## src/hdl/afr_pkg.sv

```systemverilog
// Shared types and constants for the audio report framer.
package afr_pkg;

	localparam int SAMPLES_PER_REPORT = 64;
	localparam int REPORT_BYTES       = 141;

	localparam logic [31:0] CRC_POLY = 32'hEDB88320;
	localparam logic [31:0] CRC_SEED = ~32'hEADA2D49;

	localparam int SAMPLE_BASE = 13;

	localparam logic [1:0] CMD_SAMPLE  = 2'd0;
	localparam logic [1:0] CMD_FLUSH   = 2'd1;
	localparam logic [1:0] CMD_SILENCE = 2'd2;

	localparam logic [7:0] ID_RESET  = 8'h32;
	localparam logic [7:0] SEQ_RESET = 8'hFF;

	typedef struct packed {
		logic [1:0] cmd;
		logic [7:0] sample_byte;
	} afr_in_t;

	typedef struct packed {
		logic [63:0] report_word;
		logic [3:0]  byte_count;
		logic        last_word;
	} afr_out_t;

	typedef struct packed {
		logic       init;
		logic       step;
		logic [7:0] data;
	} afr_crc_ctl_t;

endpackage

```

## src/hdl/audio_report_framer_crc32_top.sv

```systemverilog
// Audio report framer top: sample collection, report byte sequencer, word output.
//
//  channel | handshake              | payload
//  --------+------------------------+----------------------------------
//  src     | src_valid / src_ready  | src_beat  (cmd, sample_byte)
//  rpt     | rpt_valid / rpt_ready  | rpt_beat  (report_word, byte_count, last_word)
//  cfg     | cfg_we                 | cfg_wdata (header id byte)
//
// A beat that starts a report sets the byte sequencer running over REPORT_BYTES
// bytes, one byte per cycle unless stalled, the bytes before the CRC field going
// through the CRC byte unit; src_ready is low until the last word is loaded into
// the output register. A full word waiting on rpt_ready stalls the byte sequencer.
// No clearing pass after reset; the store is only read below the fill count.
module audio_report_framer_crc32_top #(
	parameter int SAMPLES_PER_REPORT = afr_pkg::SAMPLES_PER_REPORT,
	parameter int REPORT_BYTES       = afr_pkg::REPORT_BYTES
) (
	input  logic              clk,
	input  logic              arst_n,
	input  logic              src_valid,
	output logic              src_ready,
	input  afr_pkg::afr_in_t  src_beat,
	output logic              rpt_valid,
	input  logic              rpt_ready,
	output afr_pkg::afr_out_t rpt_beat,
	input  logic              cfg_we,
	input  logic [7:0]        cfg_wdata
);

	localparam int AW       = $clog2(SAMPLES_PER_REPORT);
	localparam int FW       = $clog2(SAMPLES_PER_REPORT + 1);
	localparam int IW       = $clog2(REPORT_BYTES);
	localparam int CRC_SPAN = REPORT_BYTES - 4;
	localparam int SMP_END  = afr_pkg::SAMPLE_BASE + SAMPLES_PER_REPORT;

	typedef enum logic [1:0] {
		ST_IDLE = 2'b01,
		ST_RUN  = 2'b10
	} state_t;

	state_t            state_q;
	logic [7:0]        id_q;
	logic [7:0]        seq_q;
	logic [FW-1:0]     fill_q;
	logic [FW-1:0]     valid_q;
	logic              use_q;
	logic [IW-1:0]     idx_q;
	logic [2:0]        acnt_q;
	logic [63:0]       asm_q;
	afr_pkg::afr_out_t out_q;
	logic              out_valid_q;

	logic              accept;
	logic              start;
	logic [FW-1:0]     fill_inc;
	logic              last;
	logic              completes;
	logic              out_free;
	logic              step;
	logic [IW-1:0]     idx_next;
	logic [IW-1:0]     k;
	logic [7:0]        byte_val;
	logic [7:0]        rdata;
	logic [31:0]       crc;
	logic [31:0]       crc_fin;
	logic [1:0]        crc_sel;
	logic [63:0]       word_next;
	afr_pkg::afr_crc_ctl_t crc_ctl;

	assign src_ready = (state_q == ST_IDLE);
	assign accept    = src_valid && src_ready;
	assign fill_inc  = fill_q + FW'(1);

	always_comb begin
		start = 1'b0;
		if (accept) begin
			unique case (src_beat.cmd)
				afr_pkg::CMD_SAMPLE:  start = (fill_inc == FW'(SAMPLES_PER_REPORT));
				afr_pkg::CMD_FLUSH:   start = (fill_q != '0);
				afr_pkg::CMD_SILENCE: start = 1'b1;
				default:              start = 1'b0;
			endcase
		end
	end

	assign last      = (idx_q == IW'(REPORT_BYTES - 1));
	assign completes = last || (acnt_q == 3'd7);
	assign out_free  = !out_valid_q || rpt_ready;
	assign step      = (state_q == ST_RUN) && (!completes || out_free);
	assign idx_next  = step ? (last ? '0 : idx_q + IW'(1)) : idx_q;
	assign k         = idx_q - IW'(afr_pkg::SAMPLE_BASE);
	assign crc_fin   = ~crc;
	assign crc_sel   = 2'(idx_q - IW'(CRC_SPAN));

	always_comb begin
		byte_val = 8'd0;
		if (idx_q < IW'(afr_pkg::SAMPLE_BASE)) begin
			unique case (4'(idx_q))
				4'd0:    byte_val = id_q;
				4'd2:    byte_val = 8'h91;
				4'd3:    byte_val = 8'h07;
				4'd4:    byte_val = 8'hFE;
				4'd10:   byte_val = seq_q;
				4'd11:   byte_val = 8'h92;
				4'd12:   byte_val = 8'(SAMPLES_PER_REPORT);
				default: byte_val = 8'd0;
			endcase
		end else if (idx_q < IW'(SMP_END)) begin
			byte_val = (use_q && (k < IW'(valid_q))) ? rdata : 8'd0;
		end else if (idx_q >= IW'(CRC_SPAN)) begin
			byte_val = crc_fin[8*crc_sel +: 8];
		end
	end

	always_comb begin
		word_next = asm_q;
		word_next[8*acnt_q +: 8] = byte_val;
	end

	assign crc_ctl.init = start;
	assign crc_ctl.step = step && (idx_q < IW'(CRC_SPAN));
	assign crc_ctl.data = byte_val;

	afr_crc_unit u_crc (
		.clk    (clk),
		.arst_n (arst_n),
		.ctl    (crc_ctl),
		.crc    (crc)
	);

	afr_sample_mem #(
		.DEPTH (SAMPLES_PER_REPORT),
		.AW    (AW)
	) u_mem (
		.clk   (clk),
		.we    (accept && (src_beat.cmd == afr_pkg::CMD_SAMPLE)),
		.waddr (AW'(fill_q)),
		.wdata (src_beat.sample_byte),
		.raddr (AW'(idx_next - IW'(afr_pkg::SAMPLE_BASE))),
		.rdata (rdata)
	);

	always_ff @(posedge clk or negedge arst_n) begin
		if (!arst_n) begin
			id_q <= afr_pkg::ID_RESET;
		end else if (cfg_we) begin
			id_q <= cfg_wdata;
		end
	end

	always_ff @(posedge clk or negedge arst_n) begin
		if (!arst_n) begin
			state_q <= ST_IDLE;
			seq_q   <= afr_pkg::SEQ_RESET;
			fill_q  <= '0;
			valid_q <= '0;
			use_q   <= 1'b0;
			idx_q   <= '0;
			acnt_q  <= '0;
		end else begin
			unique case (state_q)
				ST_IDLE: begin
					if (accept) begin
						unique case (src_beat.cmd)
							afr_pkg::CMD_SAMPLE: begin
								fill_q <= start ? '0 : fill_inc;
								if (start) begin
									seq_q   <= seq_q + 8'd1;
									valid_q <= fill_inc;
									use_q   <= 1'b1;
								end
							end
							afr_pkg::CMD_FLUSH: begin
								if (start) begin
									seq_q   <= seq_q + 8'd1;
									valid_q <= fill_q;
									use_q   <= 1'b1;
									fill_q  <= '0;
								end
							end
							afr_pkg::CMD_SILENCE: begin
								use_q <= 1'b0;
							end
							default: begin
							end
						endcase
					end
					if (start) begin
						state_q <= ST_RUN;
						idx_q   <= '0;
						acnt_q  <= '0;
					end
				end
				ST_RUN: begin
					if (step) begin
						idx_q  <= idx_next;
						acnt_q <= completes ? 3'd0 : acnt_q + 3'd1;
						if (last) begin
							state_q <= ST_IDLE;
						end
					end
				end
				default: state_q <= ST_IDLE;
			endcase
		end
	end

	always_ff @(posedge clk) begin
		if (start) begin
			asm_q <= '0;
		end else if (step) begin
			asm_q <= completes ? 64'd0 : word_next;
		end
		if (step && completes) begin
			out_q.report_word <= word_next;
			out_q.byte_count  <= {1'b0, acnt_q} + 4'd1;
			out_q.last_word   <= last;
		end
	end

	always_ff @(posedge clk or negedge arst_n) begin
		if (!arst_n) begin
			out_valid_q <= 1'b0;
		end else if (step && completes) begin
			out_valid_q <= 1'b1;
		end else if (rpt_ready) begin
			out_valid_q <= 1'b0;
		end
	end

	assign rpt_valid = out_valid_q;
	assign rpt_beat  = out_q;

endmodule

```

## src/hdl/afr_crc_unit.sv

```systemverilog
// Reflected CRC-32 register, one byte absorbed per step.
module afr_crc_unit (
	input  logic                 clk,
	input  logic                 arst_n,
	input  afr_pkg::afr_crc_ctl_t ctl,
	output logic [31:0]          crc
);

	logic [31:0] crc_q;
	logic [31:0] crc_d;

	always_comb begin
		crc_d = crc_q ^ {24'd0, ctl.data};
		for (int b = 0; b < 8; b++) begin
			crc_d = (crc_d >> 1) ^ (crc_d[0] ? afr_pkg::CRC_POLY : 32'd0);
		end
	end

	always_ff @(posedge clk or negedge arst_n) begin
		if (!arst_n) begin
			crc_q <= afr_pkg::CRC_SEED;
		end else if (ctl.init) begin
			crc_q <= afr_pkg::CRC_SEED;
		end else if (ctl.step) begin
			crc_q <= crc_d;
		end
	end

	assign crc = crc_q;

endmodule

```

## src/hdl/afr_sample_mem.sv

```systemverilog
// Sample store: one write port, one registered read port.
module afr_sample_mem #(
	parameter int DEPTH = afr_pkg::SAMPLES_PER_REPORT,
	parameter int AW    = $clog2(DEPTH)
) (
	input  logic          clk,
	input  logic          we,
	input  logic [AW-1:0] waddr,
	input  logic [7:0]    wdata,
	input  logic [AW-1:0] raddr,
	output logic [7:0]    rdata
);

	logic [7:0] mem [DEPTH];
	logic [7:0] rdata_q;

	always_ff @(posedge clk) begin
		if (we) begin
			mem[waddr] <= wdata;
		end
		rdata_q <= mem[raddr];
	end

	assign rdata = rdata_q;

endmodule

```

## config.mk

```make
export PLATFORM = sky130hd
export DESIGN_NAME = audio_report_framer_crc32_top
export DESIGN_NICKNAME = d
export VERILOG_FILES = /design/src/hdl/afr_pkg.sv /design/src/hdl/audio_report_framer_crc32_top.sv /design/src/hdl/afr_crc_unit.sv /design/src/hdl/afr_sample_mem.sv
export SDC_FILE = /design/constraint.sdc
export NUM_CORES = 1
export LEC_CHECK = 0
export BUFFER_PORTS_ARGS = -buffer_cell sky130_fd_sc_hd__buf_2
export CORE_MARGIN = 5
export CORE_UTILIZATION = 37
export CTS_BUF_LIST = sky130_fd_sc_hd__clkbuf_4 sky130_fd_sc_hd__clkbuf_8
export DETAILED_ROUTE_END_ITERATION = 16
export SYNTH_ARGS = -nofsm -noshare
export SYNTH_HDL_FRONTEND = slang
export SYNTH_SLANG_ARGS = --single-unit
```

## constraint.sdc

```tcl
create_clock -name clk -period 6.8 [get_ports clk]
set_input_delay 0.34 -clock clk [delete_from_list [all_inputs] [get_ports clk]]
set_output_delay 0.34 -clock clk [all_outputs]
set_load 0.01 [all_outputs]
```

==> results of run 1 <==
[critical path: cells and delay by family, from the launching register on]
kind / cells / cell delay [ns]
AO/OA/AOI/OAI: 5 / 1.03
buffers and inverters: 3 / 1.19
flip-flops: 1 / 0.52
adder cells (fa/ha/maj): 3 / 0.73
AND/OR/NAND/NOR: 6 / 1.84
[layout by cell type (no fill, tap or decap), types with 37 or more instances in the layout]
cell / netlist / final
dfxtp_1: 72 / 72
mux2i_1: 138 / 138
o21ai_0: 113 / 113
buf_2: 26 / 92
and3_1: 73 / 73
xnor2_1: 54 / 54
dfrtp_1: 50 / 50
clkbuf_8: 0 / 120
a211oi_1: 55 / 55
edfxtp_1: 581 / 581
nand3_1: 58 / 58
nor2_1: 130 / 126
clkinv_1: 0 / 37
nand2_1: 288 / 288
[where the power goes]
part	total (W)	switching, W	leakage (nW)	internal (W)
sequential	0.00521	0.000183	6.81	0.00503
clock	0.00394	0.00179	1.28	0.00214
combinational	0.00654	0.00395	3.85	0.00260
[cell type report]
class                      count  area share [%]
inverter                      18           0.193
clock inverter                77            1.83
sequential                   730            59.5
clock buffer                 144            5.23
tap                         1080            3.86
multi-input combinational   1360            26.7
timing repair buffer         147            2.71
[metal layers]
layer  wire length, µm  vias up  GRT usage [%]
met5                 0        -              0
met4              2090        0           5.07
met3              5220      141           3.22
met2             36500      730           27.2
met1             33000     9588           22.8
li1                  -     8788              -
[per-stage QoR]
step / power, W / utilization, % / hold WS, ns
global route: 0.0165 / 42.1 / 0.143
CTS: 0.0158 / 42.1 / 0.0661
detailed placement: 0.0118 / 38.9 / 0.442
global placement: 0.0117 / 38.9 / 0.433
finish: 0.0157 / 42.1 / 0.126
floorplan: 0.0103 / - / 0.0444
[sequential cells by signal (all words and copies together) (netlist names), 8 cells and up]
name and cells:
asm_q 64, seq_q 8, u_crc.crc 32, id_q 8
u_mem.mem 512, idx_q 8, rpt_beat 69, u_mem.rdata 8
[cells by family after synthesis]
group	after synthesis	synth area share (%)
flops	730	67.4
simple gates	633	9.41
buf+inv	153	2.50
xor+xnor	91	3.32
mux	174	6.10
compound gates	444	10.6
fa+ha+maj	18	0.728
[worst max-delay path by stage]
stage | endpoint | slack, ns
final | u_mem.rdata[5]$_DFF_P_ | 1.31
after global routing | u_mem.rdata[5]$_DFF_P_ | 1.02
after CTS | u_mem.rdata[5]$_DFF_P_ | 1.34
after detailed placement | u_mem.rdata[6]$_DFF_P_ | 1.38
after global placement | u_mem.rdata[5]$_DFF_P_ | 1.51
after floorplan | rpt_beat[0]$_DFFE_PP_ | 1.82
[repair_timing]
action | 4_1_cts | 5_1_grt
gates resized for setup | 0 | 0
endpoints found under the hold margin | 63 | 0
hold buffers | 20 | 0
buffers inserted | 0 | 0
==> out/qor.yml, run 1 <==
finish:
  final_cells: 3556
  multiInputGateArea_um2: 9340
  antennaDiodeCount: 0
  regArea_um2: 20800
  syn_to_final_growth_pct: 13.2
  design_area_um2: 35000
  drive_above_1_share_pct: 17.6
  fillers: 7594
  nets: 2414
yosys:
  synth-edff-count: 581
  netlist_area_um2: 30900
  synthesis.nets: 2284
  ys_types: 83
  synth_flop_cell: "edfxtp_1"
  async_flop_share_pct: 10.5
  yosys-top-cells-count: "581 x edfxtp_1, 288 x nand2_1, 138 x mux2i_1"
  yosys.area.top_type: "edfxtp_1"
  avgSynthCellArea_um2: 13.8
  synth_cells: 2243
  synth_top_area_share_pct: 56.4
  synth_seq_area_share_pct: 67.4
  netlist_top_cells_area: "edfxtp_1 56%, dfxtp_1 4.7%, mux2i_1 4.5%"
  post-synth-top-count-cell: "edfxtp_1"
  synth_seq_cells: 730
  yosysWarnings: 0
sta:
  rsz0062_at_grt: "false"
  tightestPinTransition_ns: 1.18
  setup_slack_ns: 1.31
  period_share_pct: 80.8
  fmax_mhz: 182
  setup_tns_ns: 0
  setup_viol: 0
  hold_viol: 0
  fin_crit_ns: 5.49
  slew_headroom_pct: 21.2
  fin_skew_ns: 0.0568
  slew_violations: 0
power_and_ir_drop:
  ir_drop_mv: 0.309
  leakage_nw: 11.9
  power_density_nw_per_um2: 448
place:
  place.port_buffers: 93
  hpwl_mm: 47.5
  pre_cts_slack_ns: 1.38
  gp_congestion: 0.831
  dpl_cell_area_um2: 32400
  dp.cells: 3315
routing:
  num_vias: 19200
  drt_first_iter_violations: 1595
  drc_errors: 0
  routed_wl_mm: 76.8
  firstDrtPassIters: 5
  via_per_inst: 5.41
  wire_per_inst_um: 21.6
  ant_nets: 0
worst_setup_path:
  regToRegEndpoint: "u_mem.rdata[5]$_DFF_P_"
  worst_setup_path_end_kind: "flip-flop"
  critPathKind: "reg2reg"
  reg2reg_from: "acnt_q[0]$_DFFE_PN0P_"
  reg2regPathDepth: 17
  startpoint_type: "flip-flop"
  critPathMaxFanout: 54
  slowest_delay_ns: 0.84
  critPathSlowestCell: "and2_2"
  ff2ff_setup_slack_ns: 1.31
  cp_data_required_time_ns: 7.46
  startpoint: "acnt_q[0]$_DFFE_PN0P_"
  path_cells: "ha_1, ha_1, nor3b_2, a21boi_2, buf_4, nor2_1, a21boi_0, ha_1, or3_1, buf_4, and2_2, buf_4, nand2_1, and3_1, a31oi_1, a41o_1, a221o_1"
  worstPathArrival_ns: 6.15
global_routing:
  grt_pass1_vias: 19300
  track_usage_pct: 16.7
  grt_max_degree: 101
  antenna_found_initial: 0
  grt_pass1_wl_mm: 117
  grt-ovfl-total: 0
clock_network:
  clk_latency_ns: 0.75
  cts_root_buf: "clkbuf_8"
  cts.clk_slew.worst_paths_ns: 0.07
  cts_tree: "built"
  clk_path_buf_depth: 3
  cts_buffers: 116
  cts-htree-levels: 3
  clock_sinks: 730
floorplan:
  dieArea_um2: 89500
  core_area_um2: 83300
  die_h_um: 299
  rows: 106
  die_width_um: 299
  initial_core_util_pct: 37.1
  ios: 94
run_status:
  status: "finished, final reports clean"
run:
  maxCapViolations: 0
worst_hold_path:
  hp-start: "src_beat[8]"
  whs_path_depth: 5
  whs_endpoint: "fill_q[6]$_DFFE_PN0P_"
  hold_path_class: "in2reg"
(Power assumes the default switching activity.)
==> run 2: changes to the inputs <==
==> constraint.sdc (replaced) <==
create_clock -name clk -period 5.7 [get_ports clk]
set_input_delay 0.285 -clock clk [delete_from_list [all_inputs] [get_ports clk]]
set_output_delay 0.285 -clock clk [all_outputs]
set_load 0.01 [all_outputs]
==> out/qor.yml, run 2 (synthesis results as in run 1) <==
clock_network:
  cts_buffers: 115
  cts_root_buf: "clkbuf_8"
  cts_tree: "built"
  clk_latency_ns: 0.74
  cts.clk_slew.worst_paths_ns: 0.06
  clock_sinks: 730
  post_cts_buffers: 0
  cts-htree-levels: 3
  clk_path_buf_depth: 3
  post_cts_resized: 0
global_routing:
  antenna_found_initial: 1
  grt_pass1_vias: 19400
  grt-ovfl-total: 0
  grt_pass1_wl_mm: 120
  track_usage_pct: 17.2
  grt_max_degree: 78
place:
  hpwl_mm: 50.2
  place.port_buffers: 93
  gp_congestion: 0.869
floorplan:
  die_width_um: 299
  core_area_um2: 83300
  initial_core_util_pct: 37.1
  dieArea_um2: 89500
  ios: 94
  rows: 106
  die_h_um: 299
finish:
  drive_above_1_share_pct: 18.5
  final_common_cell: "edfxtp_1"
  layout_common_cells: "581 x edfxtp_1, 288 x nand2_1, 138 x mux2i_1"
  syn_to_final_growth_pct: 13.3
  largest_register: "u_mem.mem"
  largest_reg_flops: 512
  nets: 2431
  final_util_pct: 42.1
sta:
  tightestPinTransition_ns: 1.26
  slew_violations: 0
  fin_skew_ns: 0.0337
  setup_viol: 0
  rsz0062_at_grt: "false"
  period_share_pct: 89.6
  fin_crit_ns: 5.11
  hold_viol: 0
  fmax_mhz: 196
  setup_tns_ns: 0
  slew_headroom_pct: 16.3
routing:
  drc_errors: 0
  wire_per_inst_um: 22.2
  ant_nets: 0
  num_vias: 19300
  drt_first_iter_violations: 1653
  via_per_inst: 5.41
  firstDrtPassIters: 5
  routed_wl_mm: 79.3
power_and_ir_drop:
  power_w: 0.0187
  power_density_nw_per_um2: 534
  p_sw_w: 0.00713
  seqPwrFrac_pct: 33.2
  ir_drop_mv: 0.386
  comb_power_share_pct: 43.0
  swShare_pct: 38.0
  leakage_nw: 12.0
  pwr-share-clk_pct: 23.8
  intPower_w: 0.0116
worst_hold_path:
  whs_path_depth: 6
  hp-start: "src_valid"
  hold_path_class: "in2reg"
  whs_endpoint: "fill_q[6]$_DFFE_PN0P_"
run_status:
  status: "finished, final reports clean"
worst_setup_path:
  startpoint_type: "flip-flop"
  critPathMaxFanout: 48
  worst_setup_path_end_kind: "flip-flop"
  reg2regPathDepth: 16
  critPathKind: "reg2reg"
  cp_data_required_time_ns: 6.38
  ff2ff_setup_slack_ns: 0.59
  regToRegEndpoint: "u_mem.rdata[5]$_DFF_P_"
  worstPathArrival_ns: 5.79
  reg2reg_from: "acnt_q[0]$_DFFE_PN0P_"
run:
  maxCapViolations: 0
-- run 2: cell type report --
cell class	instances	area [µm²]
fillers	7599	48200
clock inverters	52	368
inverters	18	67.6
repair buffers	165	1140
diodes	1	2.50
well taps	1080	1350
multi-input cells	1360	9340
flip-flops and latches	730	20800
clock buffers	160	1950
-- run 2: per-stage QoR --
| step | instance area (µm²) | instances | setup WS, ns | hold WS, ns |
|---|---|---|---|---|
| floorplan | 30900 | 2243 | 0.719 | -0.0106 |
| global placement | 32500 | 3332 | 0.872 | 0.434 |
| detailed placement | 32500 | 3332 | 0.739 | 0.442 |
| CTS | 35100 | 3565 | 0.699 | 0.0794 |
| global route | 35100 | 3566 | 0.397 | 0.144 |
| finish | 35100 | 3566 | 0.592 | 0.177 |
-- run 2: repair_timing --
item	CTS	global route
setup endpoints to repair	0	0
endpoints found under the hold margin	61	0
hold buffers	21	0
-- run 2: how the worst max path moves through the flow --
stage | from | to | slack, ns | cells after the start
floorplan | idx_q[0]$_DFFE_PN0P_ | rpt_beat[0]$_DFFE_PP_ | 0.72 | 9
global route | acnt_q[0]$_DFFE_PN0P_ | u_mem.rdata[2]$_DFF_P_ | 0.40 | 16
global placement | acnt_q[0]$_DFFE_PN0P_ | u_mem.rdata[2]$_DFF_P_ | 0.87 | 16
detailed placement | acnt_q[0]$_DFFE_PN0P_ | u_mem.rdata[2]$_DFF_P_ | 0.74 | 16
finish | acnt_q[0]$_DFFE_PN0P_ | u_mem.rdata[5]$_DFF_P_ | 0.59 | 16
CTS | acnt_q[0]$_DFFE_PN0P_ | u_mem.rdata[2]$_DFF_P_ | 0.70 | 16
-- run 2: critical path, stage by stage, from the launching register on --
cell	delay (ns)
dfrtp_1	0.51
ha_1	0.27
ha_1	0.23
nor3b_2	0.36
o21ai_4	0.17
nand3_1	0.17
nand2_1	0.19
inv_2	0.16
ha_1	0.22
or3_1	0.43
buf_4	0.46
and3_1	0.22
a211oi_1	0.06
a2111oi_0	0.94
a22oi_1	0.21
o22ai_1	0.28
a221o_1	0.16
-- run 2: layer usage --
layer  GRT usage [%]  up-vias  routed length, µm
li1                -     8825                  -
met4            5.42        0               2350
met3            3.63      154               5640
met2            28.0      711              37300
met1            23.4     9604              33900
met5               0        -                  0
-- run 2: power groups by stage --
stage | logic (W) | registers, W | clock network, W
after floorplan | 0.00608 | 0.00622 | 0
after global placement | 0.00792 | 0.00632 | 0
after detailed placement | 0.00802 | 0.00632 | 0
after CTS | 0.00806 | 0.00622 | 0.00456
after global routing | 0.00859 | 0.00624 | 0.00481
final | 0.00805 | 0.00622 | 0.00446
